[config.mk]
export PLATFORM = sky130hd
export DESIGN_NAME = bfiq_outq
export DESIGN_NICKNAME = d
export VERILOG_FILES = /design/src/rtl/bfiq_pkg.sv /design/src/rtl/bfiq_outq.sv
export SDC_FILE = /design/constraint.sdc
export NUM_CORES = 2
export LEC_CHECK = 0
export BUFFER_PORTS_ARGS = -buffer_cell sky130_fd_sc_hd__buf_2
export CAP_MARGIN = 30
export CELL_PAD_IN_SITES_DETAIL_PLACEMENT = 1
export CELL_PAD_IN_SITES_GLOBAL_PLACEMENT = 1
export CORE_MARGIN = 4
export CORE_UTILIZATION = 59
export DETAILED_ROUTE_END_ITERATION = 8
export HOLD_SLACK_MARGIN = 0.15
export PLACE_DENSITY_LB_ADDON = 0.1
export SYNTH_ARGS = -nofsm -noshare
export SYNTH_HDL_FRONTEND = slang
export SYNTH_SLANG_ARGS = --single-unit
[constraint.sdc]
create_clock -name clk_i -period 20.8 [get_ports clk_i]
set_input_delay 1.04 -clock clk_i [delete_from_list [all_inputs] [get_ports clk_i]]
set_output_delay 1.04 -clock clk_i [all_outputs]
set_load 0.05 [all_outputs]
[src/rtl/bfiq_pkg.sv]
// Shared constants, types and sine/cosine lookup for the boxcar filter
// and I/Q demodulator. No dependencies.
package bfiq_pkg;

  // Filter lengths
  localparam int HP_LEN  = 50;
  localparam int LP1_LEN = 32;
  localparam int LP2_LEN = 16;

  localparam int SAMPLE_W = 16;
  localparam int FILT_W   = 32;
  localparam int ACC_W    = 64;

  // Delay-line geometry
  localparam int HP_PTR_W  = $clog2(HP_LEN);
  localparam int LP1_PTR_W = $clog2(LP1_LEN);
  localparam int LP2_PTR_W = $clog2(LP2_LEN);
  // Delay tap sits HP_LEN/2 + 1 past the write slot
  localparam int HP_RD_OFS = HP_LEN / 2 + 1;

  // Exact widths of the running sums
  localparam int HP_SUM_W    = SAMPLE_W + $clog2(HP_LEN);
  localparam int HP_OUT_W    = HP_SUM_W + 1;
  localparam int LP1_SUM_W   = HP_OUT_W + $clog2(LP1_LEN);
  localparam int LP2_EXACT_W = LP1_SUM_W + $clog2(LP2_LEN);
  localparam int LP2_SUM_W   = (LP2_EXACT_W > FILT_W) ? LP2_EXACT_W : FILT_W;

  // Demodulator
  localparam int START_W          = 10;
  localparam logic [START_W-1:0] DEMOD_START_RST = 10'd50;
  localparam logic [START_W-1:0] KEPT_MAX        = 10'd1023;
  localparam int STEP_W   = 16;
  localparam int PHASE_W  = 7;
  localparam int PERIOD   = 100;
  localparam int QUARTER  = 25;
  localparam int PHASE_INC = 2;
  localparam int DIV_SHIFT = 11;  // product / 2048

  // Result queue
  localparam int OUTQ_DEPTH = 16;
  localparam int OUTQ_PTR_W = $clog2(OUTQ_DEPTH);
  localparam int OUTQ_CNT_W = $clog2(OUTQ_DEPTH + 1);

  typedef struct packed {
    logic signed [FILT_W-1:0] filtered;
    logic signed [ACC_W-1:0]  acc_in_phase;
    logic signed [ACC_W-1:0]  acc_quadrature;
    logic                     demod_active;
  } result_t;

  // Q31 quarter wave, 26 points
  localparam logic [31:0] QWAVE [26] = '{
    32'd0,          32'd134841613,  32'd269151069,  32'd402398308,
    32'd534057465,  32'd663608942,  32'd790541456,  32'd914354065,
    32'd1034558137, 32'd1150679279, 32'd1262259217, 32'd1368857594,
    32'd1470053715, 32'd1565448206, 32'd1654664588, 32'd1737350765,
    32'd1813180412, 32'd1881854265, 32'd1943101298, 32'd1996679798,
    32'd2042378316, 32'd2080016499, 32'd2109445807, 32'd2130550097,
    32'd2143246078, 32'd2147483647
  };

  function automatic logic signed [31:0] sin_q31(logic [PHASE_W-1:0] p);
    logic [PHASE_W-1:0] idx;
    logic               neg;
    if (p < PHASE_W'(QUARTER)) begin
      idx = p;
      neg = 1'b0;
    end else if (p < PHASE_W'(2 * QUARTER)) begin
      idx = PHASE_W'(2 * QUARTER) - p;
      neg = 1'b0;
    end else if (p < PHASE_W'(3 * QUARTER)) begin
      idx = p - PHASE_W'(2 * QUARTER);
      neg = 1'b1;
    end else begin
      idx = PHASE_W'(PERIOD) - p;
      neg = 1'b1;
    end
    return neg ? -$signed(QWAVE[idx[4:0]]) : $signed(QWAVE[idx[4:0]]);
  endfunction

  function automatic logic signed [31:0] cos_q31(logic [PHASE_W-1:0] p);
    logic [PHASE_W-1:0] idx;
    logic               neg;
    if (p < PHASE_W'(QUARTER)) begin
      idx = PHASE_W'(QUARTER) - p;
      neg = 1'b0;
    end else if (p < PHASE_W'(2 * QUARTER)) begin
      idx = p - PHASE_W'(QUARTER);
      neg = 1'b1;
    end else if (p < PHASE_W'(3 * QUARTER)) begin
      idx = PHASE_W'(3 * QUARTER) - p;
      neg = 1'b1;
    end else begin
      idx = p - PHASE_W'(3 * QUARTER);
      neg = 1'b0;
    end
    return neg ? -$signed(QWAVE[idx[4:0]]) : $signed(QWAVE[idx[4:0]]);
  endfunction

endpackage

[src/rtl/bfiq_outq.sv]
// Result queue with slot reservation: a sample enters the back end only
// when a slot is held for its result. Depends on bfiq_pkg.
module bfiq_outq (
  input  logic              clk_i,
  input  logic              rst_ni,
  input  logic              reserve_i,
  output logic              space_o,
  input  logic              push_i,
  input  bfiq_pkg::result_t push_data_i,
  output logic              out_valid_o,
  input  logic              out_ready_i,
  output bfiq_pkg::result_t out_data_o
);
  import bfiq_pkg::*;

  result_t               mem_q [OUTQ_DEPTH];
  logic [OUTQ_PTR_W-1:0] wr_q, rd_q;
  logic [OUTQ_CNT_W-1:0] cnt_q, resv_q;
  logic                  pop;

  assign out_valid_o = (cnt_q != '0);
  assign out_data_o  = mem_q[rd_q];
  assign pop         = out_valid_o & out_ready_i;
  // reservations cover results in flight plus those stored
  assign space_o     = (resv_q != OUTQ_CNT_W'(OUTQ_DEPTH));

  always_ff @(posedge clk_i or negedge rst_ni) begin
    if (!rst_ni) begin
      wr_q   <= '0;
      rd_q   <= '0;
      cnt_q  <= '0;
      resv_q <= '0;
    end else begin
      if (push_i) wr_q <= (wr_q == OUTQ_PTR_W'(OUTQ_DEPTH - 1)) ? '0 : wr_q + 1'b1;
      if (pop) rd_q <= (rd_q == OUTQ_PTR_W'(OUTQ_DEPTH - 1)) ? '0 : rd_q + 1'b1;
      cnt_q  <= cnt_q + OUTQ_CNT_W'(push_i) - OUTQ_CNT_W'(pop);
      resv_q <= resv_q + OUTQ_CNT_W'(reserve_i) - OUTQ_CNT_W'(pop);
    end
  end

  always_ff @(posedge clk_i) begin
    if (push_i) mem_q[wr_q] <= push_data_i;
  end

endmodule

==> summary.txt <==
CTS
  – Clock Pin Slew Worst Setup and Hold Paths: 0.06 ns
  – Post-cts sizing count: 0
  – Clock sinks: 2594
  – Clk_lat worst skew: 0.89 ns
  – Root Buffer: clkbuf_16
  – CTS buffer count: roughly 280
  – Clock buffer depth: 4
  – CTS tree: done
  – H-tree lvl count: 5

Die
  – Die footprint: 174400 µm²
  – Initial Util: 59.27%
  – Row count: 150
  – Die H: 417.6 µm
  – Io pins: 329
  – Chip width: 417.6 µm
  – Core region area: about 170000 µm²

Power and ir drop
  – PD cells: 150.8 nW/µm²
  – Pleak: 36.24 nW
  – Peak VDD IR: 0.1333 mV
  – Overall power: 16.89 mW

Yosys
  – Asr flop ratio synth: less than 1%
  – Syn Nets: 4587
  – Yosys warns: 0
  – Top_reg_cell synth: edfxtp_1
  – Post-Syn Area per Cell: 22.49 µm²
  – Syn Inst Count: 4402
  – EDFF count, synth: 2576
  – Flop and latch count out of synthesis: 2594
  – Netlist cell types: 35
  – Area of the mapped netlist: 99000 µm²
  – Register area share after synthesis: roughly four fifths

Timing
  – Worst-Margin Slew: approximately 1.1 ns
  – Clock skew: 0.02389 ns
  – Slew headroom: 23.48%
  – Post-layout minimum cycle time: 6.602 ns
  – # setup viols final: 0
  – PnR worst setup slack: 14.20 ns
  – Setup TNS: 0 ns
  – Unrepaired setup endpoints after global routing: false
  – Final Hold Viols: 0
  – Final Cycle Share: between 30% and 40%
  – FMAX: ~0.15 GHz
  – Final hold slack: a little under 0.4 ns
  – Pins Over Slew Limit: 0

Global route
  – Largest net degree at the start of global routing: 144
  – First-pass GRT wire length: around 370 mm
  – Initial antenna violation count: 55
  – GRT Total Usage: 29.59%
  – Aggregate global routing overflow: 0
  – Number of global-route vias before repair: 52940

Route
  – DRT iter0 DRCs: 5424
  – Vias: about 50000
  – ANT nets after route: 0
  – WL final: approximately 250 mm
  – DRC: 0
  – Pre-antenna DRT Iters: 5
  – WL/cell: ~35 µm
  – Post-DR vias/cell: between 6 and 7

Flow run
  – Max Cap Violations: 0

Critical path
  – Crit end category: primary output
  – Setup CP Type: flop to primary output
  – Crit path max fanout: 95
  – CP Data Required Time: 19.76 ns
  – Arr. time, crit path: approximately 5.6 ns
  – Startpoint Class: flop

Cells and area
  – Final Cell Area: 112000 µm²
  – Nets: 5053
  – Area Overhead vs Synth: 13.09%
  – Final std cells w/o fill: 7296
  – Final Core Density: between 60 and 70%
  – Fraction of layout cells with a size suffix above 1: 25.57%

Status
  – Status: finished clean

Placed design
  – Placed cells: 6780
  – DP HPWL: 129.5 mm
  – DP Area: 103300 µm²
  – RD Place Congestion: 0.7260
  – Port Buf Inserts: 328
  – Dpl ws: 14.75 ns

Hold path
  – Hold WC Path Type: input port to flop
power by group:
part           switching [mW]  total, mW  internal (mW)  leakage (nW)
clock network            1.92       4.63           2.70          4.10
logic                    3.93       5.82           1.88          8.66
registers               0.176       6.44           6.27          23.5
worst paths after layout:
| path | from | end | slack, ns | depth (start not counted) |
|---|---|---|---|---|
| max | rd_q[0] | out_data_o[82] | 14.20 | 7 |
| min | reserve_i | resv_q[0] | 0.39 | 2 |
| max reg2reg | wr_q[2] | mem_q[5][96] | 16.53 | 6 |
| min reg2reg | resv_q[4] | resv_q[4] | 0.59 | 2 |
| max in group asynchronous | rst_ni | rd_q[0] | 19.81 | 2 |
| min in group asynchronous | rst_ni | wr_q[0] | 0.63 | 2 |
layer usage:
metal  GRT usage (%)  wire length, µm  vias up
met5               0              114        -
met4           9.710             7337       18
met3           5.175            17410      426
met2           49.25           130700     2090
met1           40.57            98060    26293
li1                -                -    19788
flip-flops by register name, summed over array words and instances (netlist names):
signal	count
cnt_q	5
mem_q	2576
rd_q	4
resv_q	5
wr_q	4
cell type report:
cell class              count  area [µm²]
flip-flops and latches   2594       77820
fillers                 13115       55080
multi-input cells        1533       19900
clock buffers             341        7385
repair buffers            437        2944
well taps                2204        2758
clock inverters           130       982.2
diodes                     36       90.09
inverters                  21       86.33
cell usage after synthesis, drive strengths merged (4+ instances only):
cell type,instances,area (µm²)
nor3,4,20.02
buf,160,994.7
o21ai,165,825.8
ha,17,212.7
inv,21,78.83
xnor2,7,61.31
a22oi,161,1209
clkbuf,94,352.8
mux4,483,10880
a21oi,6,30.03
mux2i,483,4835
dfrtp,18,450.4
nand2,9,33.78
edfxtp,2576,77350
a32oi,161,1410
nor2,14,55.06
xor2,4,35.03
layout by cell type, fill, tap and decap left out, types with 9 or more instances in the layout:
cell type and count:
o21ai_1 161, clkinv_2 39, ha_1 17, diode_2 36, edfxtp_1 2576, mux2i_1 483, clkbuf_1 54, bufinv_16 16
buf_12 19, mux4_2 483, buf_4 76, clkbuf_16 287, nand2_1 9, nor2_4 13, clkinv_1 69, a22oi_1 161
inv_1 20, buf_2 328, a32oi_1 161, dfrtp_1 15, buf_16 12
worst max-delay path, stage by stage (launching register included):
cell and delay (ns):
dfrtp_4 0.95, buf_4 0.76, buf_12 0.66, buf_4 0.87, mux4_2 0.61, a32oi_1 0.21, o21ai_1 0.19, buf_2 0.29
logic make-up (layout without fill, tap and decap cells):
| family | after synthesis | after routing | synth area share (%) |
|---|---|---|---|
| mux | 968 | 968 | 15.89 |
| simple gates | 36 | 36 | 0.1719 |
| buf+inv | 275 | 929 | 1.441 |
| xor+xnor | 11 | 11 | 0.09731 |
| compound gates | 499 | 499 | 3.554 |
| fa+ha+maj | 19 | 19 | 0.2553 |
| other cells | 0 | 36 | 0 |
| flops | 2594 | 2594 | 78.59 |
what timing repair did:
action                    in CTS  in global routing
buffers inserted               0                  0
hold buffers                   1                  0
hold endpoints to repair      18                  0
No activity file was read; power rests on OpenSTA's default activity.
