[src/rtl/bfiq_pkg.sv]
// Shared constants, types and sine/cosine lookup for the boxcar filter
// and I/Q demodulator. No dependencies.
package bfiq_pkg;

  // Filter lengths
  localparam int HP_LEN  = 50;
  localparam int LP1_LEN = 32;
  localparam int LP2_LEN = 16;

  localparam int SAMPLE_W = 16;
  localparam int FILT_W   = 32;
  localparam int ACC_W    = 64;

  // Delay-line geometry
  localparam int HP_PTR_W  = $clog2(HP_LEN);
  localparam int LP1_PTR_W = $clog2(LP1_LEN);
  localparam int LP2_PTR_W = $clog2(LP2_LEN);
  // Delay tap sits HP_LEN/2 + 1 past the write slot
  localparam int HP_RD_OFS = HP_LEN / 2 + 1;

  // Exact widths of the running sums
  localparam int HP_SUM_W    = SAMPLE_W + $clog2(HP_LEN);
  localparam int HP_OUT_W    = HP_SUM_W + 1;
  localparam int LP1_SUM_W   = HP_OUT_W + $clog2(LP1_LEN);
  localparam int LP2_EXACT_W = LP1_SUM_W + $clog2(LP2_LEN);
  localparam int LP2_SUM_W   = (LP2_EXACT_W > FILT_W) ? LP2_EXACT_W : FILT_W;

  // Demodulator
  localparam int START_W          = 10;
  localparam logic [START_W-1:0] DEMOD_START_RST = 10'd50;
  localparam logic [START_W-1:0] KEPT_MAX        = 10'd1023;
  localparam int STEP_W   = 16;
  localparam int PHASE_W  = 7;
  localparam int PERIOD   = 100;
  localparam int QUARTER  = 25;
  localparam int PHASE_INC = 2;
  localparam int DIV_SHIFT = 11;  // product / 2048

  // Result queue
  localparam int OUTQ_DEPTH = 16;
  localparam int OUTQ_PTR_W = $clog2(OUTQ_DEPTH);
  localparam int OUTQ_CNT_W = $clog2(OUTQ_DEPTH + 1);

  typedef struct packed {
    logic signed [FILT_W-1:0] filtered;
    logic signed [ACC_W-1:0]  acc_in_phase;
    logic signed [ACC_W-1:0]  acc_quadrature;
    logic                     demod_active;
  } result_t;

  // Q31 quarter wave, 26 points
  localparam logic [31:0] QWAVE [26] = '{
    32'd0,          32'd134841613,  32'd269151069,  32'd402398308,
    32'd534057465,  32'd663608942,  32'd790541456,  32'd914354065,
    32'd1034558137, 32'd1150679279, 32'd1262259217, 32'd1368857594,
    32'd1470053715, 32'd1565448206, 32'd1654664588, 32'd1737350765,
    32'd1813180412, 32'd1881854265, 32'd1943101298, 32'd1996679798,
    32'd2042378316, 32'd2080016499, 32'd2109445807, 32'd2130550097,
    32'd2143246078, 32'd2147483647
  };

  function automatic logic signed [31:0] sin_q31(logic [PHASE_W-1:0] p);
    logic [PHASE_W-1:0] idx;
    logic               neg;
    if (p < PHASE_W'(QUARTER)) begin
      idx = p;
      neg = 1'b0;
    end else if (p < PHASE_W'(2 * QUARTER)) begin
      idx = PHASE_W'(2 * QUARTER) - p;
      neg = 1'b0;
    end else if (p < PHASE_W'(3 * QUARTER)) begin
      idx = p - PHASE_W'(2 * QUARTER);
      neg = 1'b1;
    end else begin
      idx = PHASE_W'(PERIOD) - p;
      neg = 1'b1;
    end
    return neg ? -$signed(QWAVE[idx[4:0]]) : $signed(QWAVE[idx[4:0]]);
  endfunction

  function automatic logic signed [31:0] cos_q31(logic [PHASE_W-1:0] p);
    logic [PHASE_W-1:0] idx;
    logic               neg;
    if (p < PHASE_W'(QUARTER)) begin
      idx = PHASE_W'(QUARTER) - p;
      neg = 1'b0;
    end else if (p < PHASE_W'(2 * QUARTER)) begin
      idx = p - PHASE_W'(QUARTER);
      neg = 1'b1;
    end else if (p < PHASE_W'(3 * QUARTER)) begin
      idx = PHASE_W'(3 * QUARTER) - p;
      neg = 1'b1;
    end else begin
      idx = p - PHASE_W'(3 * QUARTER);
      neg = 1'b0;
    end
    return neg ? -$signed(QWAVE[idx[4:0]]) : $signed(QWAVE[idx[4:0]]);
  endfunction

endpackage

[src/rtl/bfiq_front.sv]
// Front end: decimation by two and a two-entry queue of kept samples.
// Depends on bfiq_pkg.
module bfiq_front (
  input  logic                          clk_i,
  input  logic                          rst_ni,
  input  logic                          in_valid_i,
  output logic                          in_ready_o,
  input  logic [bfiq_pkg::SAMPLE_W-1:0] sample_i,
  input  logic                          pop_i,
  output logic                          q_valid_o,
  output logic [bfiq_pkg::SAMPLE_W-1:0] q_sample_o
);
  import bfiq_pkg::*;

  logic                toggle_q;
  logic [SAMPLE_W-1:0] q_mem_q [2];
  logic                q_wr_q, q_rd_q;
  logic [1:0]          q_cnt_q, q_cnt_d;
  logic                accept, push;

  // odd beats are dropped, so they never need queue room
  assign in_ready_o = toggle_q | (q_cnt_q != 2'd2);
  assign accept     = in_valid_i & in_ready_o;
  assign push       = accept & ~toggle_q;
  assign q_valid_o  = (q_cnt_q != 2'd0);
  assign q_sample_o = q_mem_q[q_rd_q];

  always_comb begin
    q_cnt_d = q_cnt_q;
    case ({push, pop_i})
      2'b10:   q_cnt_d = q_cnt_q + 2'd1;
      2'b01:   q_cnt_d = q_cnt_q - 2'd1;
      default: q_cnt_d = q_cnt_q;
    endcase
  end

  always_ff @(posedge clk_i or negedge rst_ni) begin
    if (!rst_ni) begin
      toggle_q <= 1'b0;
      q_wr_q   <= 1'b0;
      q_rd_q   <= 1'b0;
      q_cnt_q  <= 2'd0;
    end else begin
      if (accept) toggle_q <= ~toggle_q;
      if (push) q_wr_q <= ~q_wr_q;
      if (pop_i) q_rd_q <= ~q_rd_q;
      q_cnt_q <= q_cnt_d;
    end
  end

  always_ff @(posedge clk_i) begin
    if (push) q_mem_q[q_wr_q] <= sample_i;
  end

endmodule

[config.mk]
export PLATFORM = sky130hd
export DESIGN_NAME = bfiq_front
export DESIGN_NICKNAME = d
export VERILOG_FILES = /design/src/rtl/bfiq_pkg.sv /design/src/rtl/bfiq_front.sv
export SDC_FILE = /design/constraint.sdc
export NUM_CORES = 1
export LEC_CHECK = 0
export ABC_AREA = 1
export BUFFER_PORTS_ARGS = -buffer_cell sky130_fd_sc_hd__buf_2
export CAP_MARGIN = 15
export CORE_MARGIN = 4
export CORE_UTILIZATION = 58
export CTS_BUF_LIST = sky130_fd_sc_hd__clkbuf_4 sky130_fd_sc_hd__clkbuf_8
export DETAILED_ROUTE_END_ITERATION = 8
export PLACE_DENSITY_LB_ADDON = 0.15
export RECOVER_POWER = 25
export SLEW_MARGIN = 20
export SYNTH_ARGS = -nofsm -noshare
export SYNTH_HDL_FRONTEND = slang
export SYNTH_SLANG_ARGS = --single-unit
[constraint.sdc]
create_clock -name clk_i -period 5.2 [get_ports clk_i]
set_input_delay 0 -clock clk_i [delete_from_list [all_inputs] [get_ports clk_i]]
set_output_delay 0 -clock clk_i [all_outputs]
set_load 0.1 [all_outputs]
==> flow_results.org <==
** Status
- Status :: finished, final reports clean

** Clocking
- The clock passes through at most 2 buffers.
- Resized Gates After CTS :: 0
- Clock-pin slew was measured on the worst setup and hold paths at 0.10 ns.
- H-tree depth reported by CTS :: 2
- The clock net in this run drives a total of 37 sinks.
- The cell sitting at the root of the clock tree is a sky130_fd_sc_hd__clkbuf_4.
- Once the clock tree was built, the setup fixing pass inserted 0 buffers.
- Counting the buffers created by CTS gives 5.
- Quantity of hold-fixing buffers added after cts :: 19
- TritonCTS built the clock tree.
- Skew-Pair Late Insertion Delay :: 0.32 ns

** Logic synthesis
- After Yosys synthesis, full adders, half adders and majority gates account for 0.820% of the synthesized area.
- In this run, distinct cell masters in the synthesized netlist total 16.
- The number of nets in the synthesized netlist is 135.
- Multiplexer cells account for 0% of the synthesized area.
- Cell Area, Synth :: 1530 µm²
- The Yosys step of the flow raised 0 warnings.
- Fraction of the mapped netlist area in simple logic gates :: 9.26%
- Counting flops and latches in the post-synthesis netlist gives 37.
- Largest family of logic cells by synthesized area :: simple AND/OR/NAND/NOR gates
- Summing the areas of all compound-gate instances in the mapped netlist gives 9.02% of the synthesized area.
- Mapped Avg Cell Area :: 13.4 µm²
- Sequential cell area fraction in the yosys report :: 71.1%
- XOR/XNOR Fraction of Synth Area :: 1.15%
- Count of mapped cells out of synthesis :: 114

** Global routing
- Entering global routing, the biggest net connects 34 pins.
- Number of antenna violations at the first check in global routing :: 0
- The first global-routing pass estimated 4060 µm of wire.
- Overflow after GRT :: 0
- Tot GR Track Use :: 16.1%
- The number of global-route vias before repair came to 982.

** Floorplanning
- The floorplan step set the die width to 59.3 µm.
- Effective utilization at floorplan :: 61.1%
- Top-Level Pins :: 38
- The floorplan step set the die height to 59.3 µm.
- FP Rows :: 18
- Floorplan die area :: 3520 µm²
- Area of the placeable core :: 2500 µm²

** Route
- Total Wirelength :: 2350 µm
- DRC marker count from the first detailed-route iteration :: 29
- 1st-pass router iterations :: 4
- In the routed design, unresolved DRC markers number 0.
- Antenna-violating nets left :: 0
- Via-per-instance ratio :: 4.78
- The routed layout has 985 vias.
- Routed length per instance :: 11.4 µm

** Layout
- 0 antenna diodes ended up in the layout.
- After filler insertion, the fill cell instance count of the layout stands at 164.
- At the end of the flow, the number of nets in the layout was 196.
- Area grow syn2layout :: 28.8%
- Of the cells placed in the final design, the portion with a size suffix greater than 1 is 31.8%.
- Summing all non-filler instances in the final layout gives an area of 1970 µm².

** Placement
- Total of buffers placed on input and output ports :: 37
- Detailed placement finished with a half-perimeter wire length of 1660 µm.
- Final weighted congestion of routability-driven global placement :: 0.737
- Placed standard-cell area :: 1720 µm²

** STA
- Hold is met by 0.0747 ns.
- At the pin with the least slew margin, the transition time is 0.694 ns.
- Final clock skew :: 0.00959 ns
- Number of pins with negative max-slew slack in the final report :: 0
- The number of hold-slack violations in the final timing report is 0.
- Setup total negative slack on the finished layout was measured at 0 ns.
- Final min period :: 1.76 ns
- Headroom to the max-slew limit came out at 53.6%.
- Timing would allow up to 570 MHz.
- Setup repair after global routing left no endpoint under its margin.
- Setup violations remaining at the end of the flow were counted as 0.
- Period utilization :: 33.8%

** Worst setup path
- The largest single stage delay on the critical path is 0.54 ns.
- The slowest stage of the critical path is the sky130_fd_sc_hd__nor2_1 cell.
- List of cells traversed by the critical path :: inv_2, nand2_4, nand3_4, nor2_1, buf_4
- Grouping stages by cell kind, the critical path spends the most delay in simple AND/OR/NAND/NOR gates.
- Arrival time at the worst endpoint :: 1.79 ns
- Critical path capture point type :: flop
- Tracing the worst setup path back leads to its startpoint at q_cnt_q[0].
- The worst setup path is launched from a flop.
- In this run the worst path has a maximum fanout of 9.
- Type of the worst setup path :: flop to flop
- Number of buffer and inverter stages on the critical path :: 2
- For the worst setup path, the data required time is 5.23 ns.
- The worst register-to-register path begins at q_cnt_q[0].

** Min path
- In this run the worst hold path is classified as input port to asynchronous set/reset pin.

** Flow run
- The tool flagged a number of max-cap violations equal to 0.
## cell usage in the layout, fill, tap and decap left out
master                          synthesis  final
sky130_fd_sc_hd__dfrtp_1                5      5
sky130_fd_sc_hd__buf_4                  0      2
sky130_fd_sc_hd__nand2_4                1      1
sky130_fd_sc_hd__o21ai_2               14     14
sky130_fd_sc_hd__nand3_4                1      1
sky130_fd_sc_hd__nand2_1               23     23
sky130_fd_sc_hd__dlygate4sd3_1          0     19
sky130_fd_sc_hd__inv_2                  1      1
sky130_fd_sc_hd__clkbuf_1               0      8
sky130_fd_sc_hd__clkbuf_8               0      1
sky130_fd_sc_hd__buf_2                  0     29
sky130_fd_sc_hd__edfxtp_1              32     32
sky130_fd_sc_hd__nand4_1                2      2
sky130_fd_sc_hd__xnor2_1                1      1
sky130_fd_sc_hd__inv_1                 22     22
sky130_fd_sc_hd__o21ai_0                3      3
sky130_fd_sc_hd__clkbuf_4               0      7
sky130_fd_sc_hd__ha_1                   1      1
sky130_fd_sc_hd__xor2_1                 1      1
sky130_fd_sc_hd__nand3_1                2      2
sky130_fd_sc_hd__nor2_1                 1      1
## logic make-up (layout without fill, tap and decap cells)
logic type                 after synthesis  after routing
AOI/OAI and AO/OA                       17             17
and+or+nand+nor                         30             30
adders and majority gates                1              1
xor gates and xnor gates                 2              2
buffers and inverters                   27             89
DFF                                     37             37
## path summary, 6_finish.rpt
kind / end / slack, ns / cells after the start
worst max-delay path: q_mem_q[1][14] / 3.44 / 5
worst min-delay path: q_wr_q / 0.07 / 2
worst max register to register: q_mem_q[1][14] / 3.44 / 5
worst min register to register: q_wr_q / 0.51 / 2
max in group asynchronous: q_cnt_q[1] / 4.91 / 2
min in group clk_i: q_mem_q[0][9] / 0.40 / 2
## routing by layer
metal / share of wire, % / GRT usage (%)
met1: 39 / 18.7
met2: 53 / 27.5
met3: 6.9 / 5.01
met4: 0.98 / 6.80
met5: 0 / 0
## Yosys cell counts
master,instances,share of area (%)
sky130_fd_sc_hd__inv_2,1,0.25
sky130_fd_sc_hd__nand4_1,2,0.82
sky130_fd_sc_hd__nand3_1,2,0.66
sky130_fd_sc_hd__dfrtp_1,5,8.2
sky130_fd_sc_hd__buf_6,4,3.0
sky130_fd_sc_hd__o21ai_2,14,8.0
sky130_fd_sc_hd__nand2_4,1,0.74
sky130_fd_sc_hd__ha_1,1,0.82
sky130_fd_sc_hd__o21ai_0,3,0.98
sky130_fd_sc_hd__nand3_4,1,1.1
sky130_fd_sc_hd__nor2_1,1,0.25
sky130_fd_sc_hd__inv_1,22,5.4
sky130_fd_sc_hd__edfxtp_1,32,63
sky130_fd_sc_hd__nand2_1,23,5.7
sky130_fd_sc_hd__xnor2_1,1,0.57
sky130_fd_sc_hd__xor2_1,1,0.57
## layout make-up
type / count / area [µm²] / area share [%]
flip-flops and latches: 37 / 1090 / 55.3
repair buffers: 58 / 380 / 19.4
multi-input cells: 50 / 309 / 15.7
inverters: 23 / 86.3 / 4.39
clock buffers: 8 / 66.3 / 3.37
well taps: 30 / 37.5 / 1.91
## flip-flops by register name (all words and copies together) (netlist names)
name      cells
q_rd_q        1
q_mem_q      32
q_wr_q        1
q_cnt_q       2
toggle_q      1
## metrics by stage
step | std cells | setup WS, ns | util [%]
global placement | 179 | 3.50 | 68.8
floorplan | 114 | 2.60 | -
CTS | 206 | 3.44 | 79.0
detailed placement | 179 | 3.45 | 68.8
finish | 206 | 3.44 | 78.6
global route | 206 | 3.32 | 78.6
Power is not shown: default switching activity piles up to over one toggle a cycle in this logic, so the estimate is an artifact.
