`config.mk`:
```
export PLATFORM = sky130hd
export DESIGN_NAME = bfiq_filter
export DESIGN_NICKNAME = d
export VERILOG_FILES = /design/src/rtl/bfiq_pkg.sv /design/src/rtl/bfiq_filter.sv
export SDC_FILE = /design/constraint.sdc
export NUM_CORES = 2
export LEC_CHECK = 0
export ABC_AREA = 1
export BUFFER_PORTS_ARGS = -buffer_cell sky130_fd_sc_hd__buf_2
export CAP_MARGIN = 10
export CORE_MARGIN = 2
export CORE_UTILIZATION = 58
export CTS_CLUSTER_SIZE = 14
export DETAILED_ROUTE_END_ITERATION = 10
export GPL_TIMING_DRIVEN = 0
export HOLD_SLACK_MARGIN = 0.08
export PLACE_DENSITY = 0.77
export SYNTH_ARGS = -nofsm -noshare
export SYNTH_HDL_FRONTEND = slang
export SYNTH_SLANG_ARGS = --single-unit
export TNS_END_PERCENT = 20
```
`constraint.sdc`:
```
create_clock -name clk_i -period 4.9 [get_ports clk_i]
set_input_delay 0.98 -clock clk_i [delete_from_list [all_inputs] [get_ports clk_i]]
set_output_delay 0.98 -clock clk_i [all_outputs]
set_load 0.05 [all_outputs]
```
`src/rtl/bfiq_pkg.sv`:
```
// Shared constants, types and sine/cosine lookup for the boxcar filter
// and I/Q demodulator. No dependencies.
package bfiq_pkg;

  // Filter lengths
  localparam int HP_LEN  = 50;
  localparam int LP1_LEN = 32;
  localparam int LP2_LEN = 16;

  localparam int SAMPLE_W = 16;
  localparam int FILT_W   = 32;
  localparam int ACC_W    = 64;

  // Delay-line geometry
  localparam int HP_PTR_W  = $clog2(HP_LEN);
  localparam int LP1_PTR_W = $clog2(LP1_LEN);
  localparam int LP2_PTR_W = $clog2(LP2_LEN);
  // Delay tap sits HP_LEN/2 + 1 past the write slot
  localparam int HP_RD_OFS = HP_LEN / 2 + 1;

  // Exact widths of the running sums
  localparam int HP_SUM_W    = SAMPLE_W + $clog2(HP_LEN);
  localparam int HP_OUT_W    = HP_SUM_W + 1;
  localparam int LP1_SUM_W   = HP_OUT_W + $clog2(LP1_LEN);
  localparam int LP2_EXACT_W = LP1_SUM_W + $clog2(LP2_LEN);
  localparam int LP2_SUM_W   = (LP2_EXACT_W > FILT_W) ? LP2_EXACT_W : FILT_W;

  // Demodulator
  localparam int START_W          = 10;
  localparam logic [START_W-1:0] DEMOD_START_RST = 10'd50;
  localparam logic [START_W-1:0] KEPT_MAX        = 10'd1023;
  localparam int STEP_W   = 16;
  localparam int PHASE_W  = 7;
  localparam int PERIOD   = 100;
  localparam int QUARTER  = 25;
  localparam int PHASE_INC = 2;
  localparam int DIV_SHIFT = 11;  // product / 2048

  // Result queue
  localparam int OUTQ_DEPTH = 16;
  localparam int OUTQ_PTR_W = $clog2(OUTQ_DEPTH);
  localparam int OUTQ_CNT_W = $clog2(OUTQ_DEPTH + 1);

  typedef struct packed {
    logic signed [FILT_W-1:0] filtered;
    logic signed [ACC_W-1:0]  acc_in_phase;
    logic signed [ACC_W-1:0]  acc_quadrature;
    logic                     demod_active;
  } result_t;

  // Q31 quarter wave, 26 points
  localparam logic [31:0] QWAVE [26] = '{
    32'd0,          32'd134841613,  32'd269151069,  32'd402398308,
    32'd534057465,  32'd663608942,  32'd790541456,  32'd914354065,
    32'd1034558137, 32'd1150679279, 32'd1262259217, 32'd1368857594,
    32'd1470053715, 32'd1565448206, 32'd1654664588, 32'd1737350765,
    32'd1813180412, 32'd1881854265, 32'd1943101298, 32'd1996679798,
    32'd2042378316, 32'd2080016499, 32'd2109445807, 32'd2130550097,
    32'd2143246078, 32'd2147483647
  };

  function automatic logic signed [31:0] sin_q31(logic [PHASE_W-1:0] p);
    logic [PHASE_W-1:0] idx;
    logic               neg;
    if (p < PHASE_W'(QUARTER)) begin
      idx = p;
      neg = 1'b0;
    end else if (p < PHASE_W'(2 * QUARTER)) begin
      idx = PHASE_W'(2 * QUARTER) - p;
      neg = 1'b0;
    end else if (p < PHASE_W'(3 * QUARTER)) begin
      idx = p - PHASE_W'(2 * QUARTER);
      neg = 1'b1;
    end else begin
      idx = PHASE_W'(PERIOD) - p;
      neg = 1'b1;
    end
    return neg ? -$signed(QWAVE[idx[4:0]]) : $signed(QWAVE[idx[4:0]]);
  endfunction

  function automatic logic signed [31:0] cos_q31(logic [PHASE_W-1:0] p);
    logic [PHASE_W-1:0] idx;
    logic               neg;
    if (p < PHASE_W'(QUARTER)) begin
      idx = PHASE_W'(QUARTER) - p;
      neg = 1'b0;
    end else if (p < PHASE_W'(2 * QUARTER)) begin
      idx = p - PHASE_W'(QUARTER);
      neg = 1'b1;
    end else if (p < PHASE_W'(3 * QUARTER)) begin
      idx = PHASE_W'(3 * QUARTER) - p;
      neg = 1'b1;
    end else begin
      idx = p - PHASE_W'(3 * QUARTER);
      neg = 1'b0;
    end
    return neg ? -$signed(QWAVE[idx[4:0]]) : $signed(QWAVE[idx[4:0]]);
  endfunction

endpackage

```
`src/rtl/bfiq_filter.sv`:
```
// Back end filter chain: boxcar high-pass, then two boxcar sums.
// Four-stage fixed-latency pipeline, no stall. Depends on bfiq_pkg.
module bfiq_filter (
  input  logic                              clk_i,
  input  logic                              rst_ni,
  input  logic                              start_i,
  input  logic [bfiq_pkg::SAMPLE_W-1:0]     sample_i,
  output logic                              valid_o,
  output logic signed [bfiq_pkg::FILT_W-1:0] filtered_o
);
  import bfiq_pkg::*;

  // delay lines; entries not yet written read as zero via the wrap flags
  logic [SAMPLE_W-1:0]         hp_mem  [HP_LEN];
  logic signed [HP_OUT_W-1:0]  lp1_mem [LP1_LEN];
  logic signed [LP1_SUM_W-1:0] lp2_mem [LP2_LEN];

  // high-pass pointers
  logic [HP_PTR_W-1:0] hp_ptr_q, hp_rd;
  logic [HP_PTR_W:0]   hp_rd_sum;
  logic                hp_wrap_q;

  // stage 1
  logic                s1_v_q;
  logic [SAMPLE_W-1:0] s1_x_q, s1_old_raw_q, s1_dly_raw_q;
  logic                s1_old_ok_q, s1_dly_ok_q;
  logic [SAMPLE_W-1:0] s1_old, s1_dly;
  logic [HP_SUM_W-1:0] hp_sum_q, hp_sum_d;

  // stage 2
  logic                       s2_v_q;
  logic [HP_SUM_W-1:0]        s2_sum_q, s2_scaled_q;
  logic signed [HP_OUT_W-1:0] s2_lp1_raw_q, lp1_old, hp_out;
  logic                       s2_lp1_ok_q;
  logic [LP1_PTR_W-1:0]       lp1_rd_q, lp1_wr_q;
  logic                       lp1_rwrap_q;
  logic signed [LP1_SUM_W-1:0] lp1_sum_q, lp1_sum_d;

  // stage 3
  logic                        s3_v_q;
  logic signed [LP1_SUM_W-1:0] s3_lp1_q, s3_lp2_raw_q, lp2_old;
  logic                        s3_lp2_ok_q;
  logic [LP2_PTR_W-1:0]        lp2_rd_q, lp2_wr_q;
  logic                        lp2_rwrap_q;
  logic signed [LP2_SUM_W-1:0] lp2_sum_q, lp2_sum_d;

  // stage 4
  logic                     s4_v_q;
  logic signed [FILT_W-1:0] s4_filt_q;

  assign hp_rd_sum = {1'b0, hp_ptr_q} + (HP_PTR_W + 1)'(HP_RD_OFS);
  assign hp_rd     = (hp_rd_sum >= (HP_PTR_W + 1)'(HP_LEN))
                     ? HP_PTR_W'(hp_rd_sum - (HP_PTR_W + 1)'(HP_LEN))
                     : HP_PTR_W'(hp_rd_sum);

  assign s1_old   = s1_old_ok_q ? s1_old_raw_q : '0;
  assign s1_dly   = s1_dly_ok_q ? s1_dly_raw_q : '0;
  assign hp_sum_d = hp_sum_q + HP_SUM_W'(s1_x_q) - HP_SUM_W'(s1_old);

  assign hp_out    = $signed({1'b0, s2_scaled_q}) - $signed({1'b0, s2_sum_q});
  assign lp1_old   = s2_lp1_ok_q ? s2_lp1_raw_q : '0;
  assign lp1_sum_d = lp1_sum_q + LP1_SUM_W'(hp_out) - LP1_SUM_W'(lp1_old);

  assign lp2_old   = s3_lp2_ok_q ? s3_lp2_raw_q : '0;
  assign lp2_sum_d = lp2_sum_q + LP2_SUM_W'(s3_lp1_q) - LP2_SUM_W'(lp2_old);

  assign valid_o    = s4_v_q;
  assign filtered_o = s4_filt_q;

  // control state
  always_ff @(posedge clk_i or negedge rst_ni) begin
    if (!rst_ni) begin
      s1_v_q      <= 1'b0;
      s2_v_q      <= 1'b0;
      s3_v_q      <= 1'b0;
      s4_v_q      <= 1'b0;
      hp_ptr_q    <= '0;
      hp_wrap_q   <= 1'b0;
      hp_sum_q    <= '0;
      lp1_rd_q    <= '0;
      lp1_wr_q    <= '0;
      lp1_rwrap_q <= 1'b0;
      lp1_sum_q   <= '0;
      lp2_rd_q    <= '0;
      lp2_wr_q    <= '0;
      lp2_rwrap_q <= 1'b0;
      lp2_sum_q   <= '0;
    end else begin
      s1_v_q <= start_i;
      s2_v_q <= s1_v_q;
      s3_v_q <= s2_v_q;
      s4_v_q <= s3_v_q;
      if (start_i) begin
        if (hp_ptr_q == HP_PTR_W'(HP_LEN - 1)) begin
          hp_ptr_q  <= '0;
          hp_wrap_q <= 1'b1;
        end else begin
          hp_ptr_q <= hp_ptr_q + 1'b1;
        end
      end
      if (s1_v_q) begin
        hp_sum_q <= hp_sum_d;
        if (lp1_rd_q == LP1_PTR_W'(LP1_LEN - 1)) begin
          lp1_rd_q    <= '0;
          lp1_rwrap_q <= 1'b1;
        end else begin
          lp1_rd_q <= lp1_rd_q + 1'b1;
        end
      end
      if (s2_v_q) begin
        lp1_sum_q <= lp1_sum_d;
        lp1_wr_q  <= (lp1_wr_q == LP1_PTR_W'(LP1_LEN - 1)) ? '0 : lp1_wr_q + 1'b1;
        if (lp2_rd_q == LP2_PTR_W'(LP2_LEN - 1)) begin
          lp2_rd_q    <= '0;
          lp2_rwrap_q <= 1'b1;
        end else begin
          lp2_rd_q <= lp2_rd_q + 1'b1;
        end
      end
      if (s3_v_q) begin
        lp2_sum_q <= lp2_sum_d;
        lp2_wr_q  <= (lp2_wr_q == LP2_PTR_W'(LP2_LEN - 1)) ? '0 : lp2_wr_q + 1'b1;
      end
    end
  end

  // payload and delay-line memories
  always_ff @(posedge clk_i) begin
    if (start_i) begin
      s1_x_q       <= sample_i;
      s1_old_ok_q  <= hp_wrap_q;
      s1_dly_ok_q  <= hp_wrap_q | (hp_rd < hp_ptr_q);
      s1_old_raw_q <= hp_mem[hp_ptr_q];
      s1_dly_raw_q <= hp_mem[hp_rd];
      hp_mem[hp_ptr_q] <= sample_i;
    end
    if (s1_v_q) begin
      s2_sum_q     <= hp_sum_d;
      s2_scaled_q  <= HP_SUM_W'(HP_LEN) * HP_SUM_W'(s1_dly);
      s2_lp1_ok_q  <= lp1_rwrap_q;
      s2_lp1_raw_q <= lp1_mem[lp1_rd_q];
    end
    if (s2_v_q) begin
      lp1_mem[lp1_wr_q] <= hp_out;
      s3_lp1_q     <= lp1_sum_d;
      s3_lp2_ok_q  <= lp2_rwrap_q;
      s3_lp2_raw_q <= lp2_mem[lp2_rd_q];
    end
    if (s3_v_q) begin
      lp2_mem[lp2_wr_q] <= s3_lp1_q;
      s4_filt_q <= lp2_sum_d[FILT_W-1:0];
    end
  end

endmodule

```
==> impl_metrics.yaml <==
yosys:
  syn_nets: 9396
  synth_cell_types: 51
  async_flop_share_pct: 4.91
  synth-seq-area-share_pct: 65.9
  synth_most_common_cell: "edfxtp_1"
  ys_warn_count: 0
  yosys-top-cells-count: "edfxtp_1 (2190), nand2_1 (1761), o21ai_0 (928)"
  synth_edf_count: 2190
  synth.area.top_cells: "edfxtp_1 (63%), nand2_1 (6.4%), o21ai_0 (4.5%)"
  synth_top_area_share_pct: 63.2
  synth_top_area_cell: "edfxtp_1"
  synth_area_per_cell_um2: 11.4
  synthCells: 9109
  ys.flop_type: "edfxtp_1"
  mappedNetlistArea_um2: 104000
  ys_ff_latch: 2303
detailed_routing:
  wire_per_inst_um: 29.4
  vias: 75400
  dr.pass1.iters: 7
  drc: 0
  drtIter0Drc: 10400
  finalWirelength_um: 354000
  ant_nets: 0
  vias_per_cell: 6.25
floorplanning:
  core-area_um2: 178000
  num_io_pins: 52
  die_area_um2: 183000
  initial_core_util_pct: 58.3
  die_width_um: 428
  die_y_um: 428
  fp-row-count: 155
finish:
  nNetsFinal: 9801
  n_fill_cell: 13000
  synthToLayoutAreaGrowth_pct: 13.5
  seqCellArea_um2: 68600
  multi_input_area_um2: 31400
  drive_above_1_share_pct: 8.80
setup_path:
  crit_path_max_fanout: 10
  crit_type: "flip-flop to flip-flop"
  endpoint_kind: "flip-flop"
  cpMaxStageDelayCell: "o21ai_0"
  worstPathCellList: "clkinvlp_4 > clkbuf_1 > clkbuf_1 > nand2_1 > nand2_1 > o21ai_0 > a21oi_1 > o21ai_0 > nand3_1 > nand2_1 > nand4_1"
  crit_arrival_ns: 5.38
  cp_slowest_stage_delay_ns: 1.03
  cp-start-kind: "flip-flop"
  crit_top_cell: "nand2_1"
  required_ns: 5.43
sta:
  max_clock_freq_mhz: 206
  worst_slew_pin_slew_ns: 1.39
  finalHoldViolCount: 0
  fin_ws_ns: 0.0514
  drv_slew: 0
  period_minus_slack_ns: 4.85
  finClkSkew_ns: 0.0531
  finalCritPeriodShare_pct: 99.0
  slew_headroom_pct: 7.27
  setup_viol: 0
clocking:
  cts.path.max_buffers: 3
  cts.sinks: 2303
  clock_latency_ns: 0.90
  cts_tree: "yes"
  clkTransAtPathRegs_ns: 0.06
  root_buffer: "clkbuf_16"
  h-tree-depth: 4
  numCtsBuffers: 227
placed_design:
  gp_congestion: 1.04
  place_hpwl_um: 251000
  dp_slack_ns: -2.88
  port_buffers: 51
grt:
  overflow: 0
  first_global_vias: 72500
  grt_usage_pct: 38.5
  antenna_found_initial: 10
  grt_max_degree: 82
  grt_first_pass_wirelength_um: 500000
run_status:
  status: "finished clean"
flow_run:
  cap_violations: 0
hold_path:
  hold_path.class: "flip-flop to flip-flop"
==> final timing paths <==
kind | end | from | cells after the start | slack, ns
min reg2reg | s3_lp2_ok_q$_DFFE_PP_ | lp2_rwrap_q$_DFFE_PN0P_ | 0 | 0.44
max in group asynchronous | s1_v_q$_DFF_PN0_ | rst_ni | 3 | 3.41
max | s1_old_raw_q[13]$_DFFE_PP_ | hp_ptr_q[0]$_DFFE_PN0P_ | 11 | 0.05
min | s3_lp2_ok_q$_DFFE_PP_ | lp2_rwrap_q$_DFFE_PN0P_ | 0 | 0.44
max reg2reg | s1_old_raw_q[13]$_DFFE_PP_ | hp_ptr_q[0]$_DFFE_PN0P_ | 11 | 0.05
min in group asynchronous | lp2_sum_q[1]$_DFFE_PN0P_ | rst_ni | 2 | 0.57
==> what timing repair did <==
| item | CTS | global route |
|---|---|---|
| resized for setup | 56 | 29 |
| cloned | 1 | 1 |
| hold buffers | 1 | 0 |
| pin swaps | 1 | 6 |
| endpoints found under the setup margin | 70 | 39 |
| endpoints found under the hold margin | 32 | 0 |
| buffers inserted | 3 | 5 |
==> layout make-up <==
type	count	area share, %
flip-flops and latches	2303	58.1
multi-input cells	5574	26.6
clock buffers	296	5.22
well taps	2355	2.49
inverters	754	2.41
repair buffers	178	2.27
plain buffers	476	1.72
clock inverters	127	1.22
diodes	4	0.00847
==> worst max-delay path, delay by kind of cell, from the launching register on <==
kind | cells | cell delay (ns)
buf+inv | 3 | 1.49
compound gates | 3 | 1.35
simple gates | 5 | 1.20
flops | 1 | 0.49
==> metrics by stage <==
stage	std cells	hold WS, ns	area [um2]	setup TNS, ns	util (%)
after floorplan	9109	0.417	104000	0	-
after global placement	11500	0.431	107000	-1130.86	60.1
after detailed placement	11600	0.430	110000	-63.61	61.6
after CTS	12000	0.444	118000	-0.00388	66.0
after global routing	12100	0.463	118000	-0.0193	66.2
final	12100	0.443	118000	0	66.2
==> layout by cell type (no fill, tap or decap), types with 30 or more instances in the layout <==
| cell type | synthesis | layout |
|---|---|---|
| edfxtp_1 | 2190 | 2190 |
| nand2_1 | 1761 | 1758 |
| o21ai_0 | 928 | 925 |
| inv_1 | 739 | 739 |
| nor2_1 | 815 | 728 |
| nand3_1 | 514 | 504 |
| clkbuf_1 | 348 | 378 |
| mux2i_1 | 293 | 293 |
| clkbuf_16 | 0 | 230 |
| o22ai_1 | 186 | 186 |
| ha_1 | 182 | 175 |
| a21oi_1 | 156 | 155 |
| o221ai_1 | 124 | 124 |
| buf_2 | 76 | 119 |
| dfrtp_1 | 113 | 110 |
| fa_1 | 86 | 85 |
| or2_2 | 79 | 79 |
| o211ai_1 | 73 | 73 |
| xor2_1 | 78 | 72 |
| nand3b_1 | 72 | 72 |
| nor2_2 | 1 | 57 |
| buf_16 | 0 | 47 |
| buf_1 | 45 | 43 |
| clkinv_2 | 0 | 41 |
| nand4_1 | 39 | 39 |
| clkinv_1 | 6 | 38 |
| buf_8 | 0 | 34 |
| buf_4 | 10 | 33 |
| nor2_4 | 0 | 31 |
| nor3_1 | 36 | 30 |
==> state kept, by name, indices dropped and copies added, names as in the netlist, 23 cells and up <==
register	flops
lp1_mem	736
lp1_sum_q	28
lp2_sum_q	32
s3_lp1_q	28
filtered_o	32
s3_lp2_raw_q	28
hp_mem	800
lp2_mem	448
s2_lp1_raw_q	23
==> metal layers <==
metal	wire, um	up-vias	global-route usage [%]
li1	-	32800	-
met1	125000	36400	48.1
met2	165000	5063	61.7
met3	36500	1118	7.38
met4	28300	8	25.5
met5	77	-	0
==> cells by family (layout without fill, tap and decap cells) <==
family	count (synthesis)	in the layout	share of synthesized area [%]
simple gates	3360	3361	13.4
fa+ha+maj	268	268	3.84
mux	293	293	2.82
buf+inv	1234	1831	4.59
other cells	0	4	0
xor+xnor	105	106	0.891
compound gates	1546	1546	8.49
flops	2303	2303	65.9
Power is not shown: default switching activity piles up to over one toggle a cycle in this logic, so the estimate is an artifact.
